**config.mk**
```make
export PLATFORM = sky130hd
export DESIGN_NAME = hvd_isqrt
export DESIGN_NICKNAME = d
export VERILOG_FILES = /design/src/sv/hvd_pkg.sv /design/src/sv/hvd_isqrt.sv
export SDC_FILE = /design/constraint.sdc
export NUM_CORES = 2
export LEC_CHECK = 0
export BUFFER_PORTS_ARGS = -buffer_cell sky130_fd_sc_hd__buf_2
export CORE_UTILIZATION = 47
export DETAILED_ROUTE_END_ITERATION = 12
export PLACE_DENSITY = 0.71
export SYNTH_ARGS = -nofsm -noshare
export SYNTH_HDL_FRONTEND = slang
export SYNTH_SLANG_ARGS = --single-unit
```
**constraint.sdc**
```tcl
create_clock -name clk -period 4.8 [get_ports clk]
set_input_delay 0.72 -clock clk [delete_from_list [all_inputs] [get_ports clk]]
set_output_delay 0.72 -clock clk [all_outputs]
set_load 0.02 [all_outputs]
```
**src/sv/hvd_pkg.sv**
```systemverilog
package hvd_pkg;

  localparam int CORDIC_STAGES = 30;
  localparam int SQRT_STAGES   = 31;
  localparam int SC_LAT        = 34;
  localparam int SQRT_LAT      = 32;
  localparam int PIPE_LAT      = 105;

  typedef logic signed [31:0] ang_t;
  typedef logic signed [32:0] diff_t;
  typedef logic signed [31:0] unit_t;
  typedef logic signed [33:0] cw_t;
  typedef logic signed [34:0] ext_t;

  localparam cw_t  ONE_Q30      = 34'sd1073741824;
  localparam cw_t  PI_Q30       = 34'sd3373259426;
  localparam cw_t  HALF_PI_Q30  = 34'sd1686629713;
  localparam ext_t TWO_PI_Q30   = 35'sd6746518852;
  localparam cw_t  GAIN_INV_Q30 = 34'sd652032874;
  localparam logic [29:0] PI_OUT = 30'd843314857;
  localparam logic [60:0] ONE_Q60 = 61'h1000_0000_0000_0000;

  localparam logic IDX_REF_LON = 1'b0;
  localparam logic IDX_REF_LAT = 1'b1;

  localparam cw_t ATAN_Q30 [CORDIC_STAGES] = '{
    34'sd843314857, 34'sd497837829, 34'sd263043837, 34'sd133525159, 34'sd67021687,
    34'sd33543516, 34'sd16775851, 34'sd8388437, 34'sd4194283, 34'sd2097149,
    34'sd1048576, 34'sd524288, 34'sd262144, 34'sd131072, 34'sd65536,
    34'sd32768, 34'sd16384, 34'sd8192, 34'sd4096, 34'sd2048,
    34'sd1024, 34'sd512, 34'sd256, 34'sd128, 34'sd64,
    34'sd32, 34'sd16, 34'sd8, 34'sd4, 34'sd2
  };

  function automatic unit_t clamp_unit(input ext_t v);
    unit_t r;
    if (v > ext_t'(ONE_Q30)) begin
      r = 32'sd1073741824;
    end else if (v < -ext_t'(ONE_Q30)) begin
      r = -32'sd1073741824;
    end else begin
      r = v[31:0];
    end
    return r;
  endfunction

endpackage

```
**src/sv/hvd_isqrt.sv**
```systemverilog
module hvd_isqrt (
  input  logic        clk,
  input  logic        en,
  input  logic [60:0] v_i,
  output logic [30:0] root_o
);
  import hvd_pkg::*;

  logic [60:0] vs_r [SQRT_STAGES+1];
  logic [61:0] rs_r [SQRT_STAGES+1];

  always_ff @(posedge clk) begin
    if (en) begin
      vs_r[0] <= v_i;
      rs_r[0] <= '0;
    end
  end

  for (genvar gk = 0; gk < SQRT_STAGES; gk++) begin : g_dig
    localparam logic [61:0] BIT = 62'(1) << (60 - 2 * gk);
    logic [61:0] trial;
    assign trial = rs_r[gk] + BIT;
    always_ff @(posedge clk) begin
      if (en) begin
        if ({1'b0, vs_r[gk]} >= trial) begin
          vs_r[gk+1] <= vs_r[gk] - trial[60:0];
          rs_r[gk+1] <= (rs_r[gk] >> 1) + BIT;
        end else begin
          vs_r[gk+1] <= vs_r[gk];
          rs_r[gk+1] <= rs_r[gk] >> 1;
        end
      end
    end
  end

  assign root_o = rs_r[SQRT_STAGES][30:0];

endmodule

```
==> flow_metrics.tcl <==
set metrics [dict create \
    status "completed" \
    gp_congestion 0.927 \
    peakVddDrop_mv 0.392 \
    wl_per_cell_um 22.0 \
    netlist_instances 9090 \
    worstPathArrival_ps 5010 \
    final.setup.tns_ps 0 \
    design.core.area_sq_mm 0.241 \
    worst_pin_slew_ps 1170 \
    min_path_type "in2reg" \
    dp_hpwl_um 210000 \
    critPathMaxFanout 7 \
    worst_path_most_repeated_cell "nor4bb_1" \
    synth.net_count 9677 \
    post_cts_buffers 0 \
    yosys_register_bits 2387 \
    yosys_warnings 0 \
    cap_violations 0 \
    p_comb_share_pct 20.6 \
    ant_nets 0 \
    cts_buffers 241 \
    synth_area_sq_mm 0.114 \
    drc 0 \
    die_area_sq_mm 0.244 \
    clock_latency_ps 1000 \
    cts_tree "done" \
    slowest_delay_ps 620 \
    startpoint_type "flop" \
    num_rows 180 \
    area_growth_pct 12.1 \
    dpl_cell_area_sq_mm 0.118 \
    io_pins 94 \
    hold_viol_final 0 \
    async_flop_share_pct 0 \
    slew_viol_final 0 \
    grt_setup_unrepaired "false" \
    path_class "reg2reg" \
    nets 9972 \
    grt_usage_pct 22.6 \
    critical-path-top-delay-family "simple AND/OR/NAND/NOR gates" \
    clk_pin_slew_ps 60 \
    first_pass_iters 7 \
    slew-limit-headroom_pct 21.1 \
    period_minus_slack_ps 4430 \
    layout-drive-gt1-share_pct 7.43 \
    p_int_w 0.0426 \
    cts_buffer_depth 3 \
    routed-via-count 73500 \
    synth-edff-count 2387 \
    antenna_found_initial 10 \
    fin_skew_ps 169 \
    slowest_stage "nor4_2" \
    crit_chain "ha_1, nand2_1, nor4_2, o21ai_0, a21oi_1, buf_4, nor4bb_1, nor3_1, or3_1, nor4bb_1, xor2_1" \
    portBuffers 93 \
    dp_cells 12300 \
    ys_seq_area_share_pct 63.0 \
    finalSetupViolCount 0 \
    post_synth_num_cell_types 84 \
    cp-end-kind "flop" \
    clkPwrFrac_pct 32.4 \
    switchingPower_w 0.0180 \
    fin_area_sq_mm 0.127 \
    required_ps 5380 \
    p_per_area_mw_per_mm2 475 \
    via_per_inst 5.75 \
    p_leak_nw 47.1 \
    first_global_vias 70900 \
    synth_top_area_cell "edfxtp_1" \
    fp.dieH_um 494 \
    synth.area.top_cells "edfxtp_1 (63%), ha_1 (5.8%), xnor2_1 (3.3%)" \
    grt_max_degree 175 \
    seqPwrFrac_pct 47.0 \
    crit_buf_inv 1 \
    drt_iter0_markers 7040 \
    root_buffer "clkbuf_16" \
    wl_um 281000 \
    start_util_pct 47.3 \
    fin_crit_sh_pct 92.4 \
    htree_levels 4 \
    synth_top_area_share_pct 63.0 \
    gr-total-overflow 0 \
    die_w_um 494 \
    clkSinkCount 2387 \
    grt_pass1_wl_um 425000 \
    syn_avg_cell_area_sq_um 12.5 \
    swShare_pct 29.7 \
    synth_ff_type "edfxtp_1" \
    fin_cells 12800 \
    max_freq_mhz 225 \
]
[cell type report]
class | instances | area [sq um]
Fill cell | 19900 | 113000
Sequential cell | 2387 | 71700
Multi-Input combinational cell | 5861 | 39000
Clock buffer | 278 | 6170
Tap cell | 3185 | 3990
Inverter | 634 | 2380
Clock inverter | 181 | 2230
Timing Repair Buffer | 260 | 2010
Antenna cell | 5 | 12.5
[power groups by stage]
stage / logic (W) / clock network (W) / registers (W)
final: 0.0125 / 0.0196 / 0.0285
after global routing: 0.0138 / 0.0207 / 0.0287
after CTS: 0.0124 / 0.0200 / 0.0285
after detailed placement: 0.0122 / 0 / 0.0289
after global placement: 0.0121 / 0 / 0.0288
after floorplan: 0.00908 / 0 / 0.0279
[what timing repair did]
| action | 4_1_cts | 5_1_grt |
|---|---|---|
| gates resized for setup | 0 | 1 |
| endpoints found under the hold margin | 61 | 0 |
| setup endpoints to repair | 0 | 7 |
| hold buffers | 61 | 0 |
[per-stage QoR]
stage	util (%)	power, W	hold slack (ps)	worst slack (ps)
floorplan	-	0.0370	400	398
global placement	49.2	0.0409	401	88.0
detailed placement	49.2	0.0411	405	201
CTS	53.0	0.0608	121	147
global route	53.0	0.0633	155	110
finish	53.0	0.0606	190	365
[cells in the final DEF, fill, tap and decap left out, types with 39 or more instances in the layout]
master / Yosys / final
clkinv_2: 0 / 53
nand3_1: 161 / 161
clkbuf_16: 0 / 241
nor2b_1: 81 / 81
clkinv_1: 1 / 50
nor3_1: 276 / 274
mux2_2: 52 / 52
a21o_1: 195 / 195
a21oi_1: 467 / 467
or3_1: 93 / 93
a211oi_1: 53 / 51
nor2_1: 538 / 538
o21a_1: 80 / 80
inv_1: 633 / 632
nand2b_1: 100 / 100
o21bai_1: 39 / 39
xor2_1: 374 / 374
o211ai_1: 45 / 45
nand2_1: 722 / 722
ha_1: 523 / 523
nor4b_1: 55 / 55
dlygate4sd3_1: 0 / 61
o21ai_0: 518 / 518
buf_2: 1 / 92
nand4_1: 144 / 144
nor4_1: 309 / 308
buf_4: 0 / 96
xnor2_1: 423 / 423
a31oi_1: 50 / 49
or4_1: 71 / 71
edfxtp_1: 2387 / 2387
or2_2: 47 / 47
[worst register-to-register path: stages (launching register included)]
cell and delay [ps]:
edfxtp_1 410, ha_1 430, nand2_1 140, nor4_2 630
o21ai_0 370, a21oi_1 510, buf_4 230, nor4bb_1 270
nor3_1 170, or3_1 510, nor4bb_1 370, xor2_1 100
[Yosys cell counts, types with 276 or more instances]
| cell | instances |
|---|---|
| nor4_1 | 309 |
| xor2_1 | 374 |
| inv_1 | 633 |
| nor2_1 | 538 |
| edfxtp_1 | 2387 |
| nor3_1 | 276 |
| nand2_1 | 722 |
| o21ai_0 | 518 |
| a21oi_1 | 467 |
| ha_1 | 523 |
| xnor2_1 | 423 |
[registers in the layout, summed over array words and instances (netlist names)]
name,count
rs_r,496
vs_r,1891
[worst paths after layout]
path / start / to / slack (ps) / cells after the start
hold reg to reg: rs_r[1][832]$_DFFE_PP_ / rs_r[1][893]$_DFFE_PP_ / 390 / 0
setup / recovery: vs_r[1][630]$_DFFE_PP_ / vs_r[1][713]$_DFFE_PP_ / 370 / 11
hold / removal: en / rs_r[0][487]$_DFFE_PP_ / 190 / 1
setup reg to reg: vs_r[1][630]$_DFFE_PP_ / vs_r[1][713]$_DFFE_PP_ / 370 / 11
[kinds of logic (layout without fill, tap and decap cells)]
| kind of cell | Yosys count | in the layout | share of synthesized area, % |
|---|---|---|---|
| and+or+nand+nor | 2800 | 2800 | 12.6 |
| DFF | 2387 | 2387 | 63.0 |
| AOI/OAI and AO/OA | 1674 | 1674 | 9.04 |
| buffers and inverters | 842 | 1353 | 2.79 |
| xor gates and xnor gates | 797 | 797 | 6.14 |
| adders and majority gates | 524 | 524 | 5.77 |
| muxes | 66 | 66 | 0.638 |
| other | 0 | 5 | 0 |
[per-layer routing]
layer	up-vias	GRT usage (%)	part of all wire, %
li1	34600	-	-
met1	36100	31.6	44
met2	2444	37.1	47
met3	399	2.96	6.1
met4	0	6.09	2.5
met5	-	0	0
No activity file was read; power rests on OpenSTA's default activity.
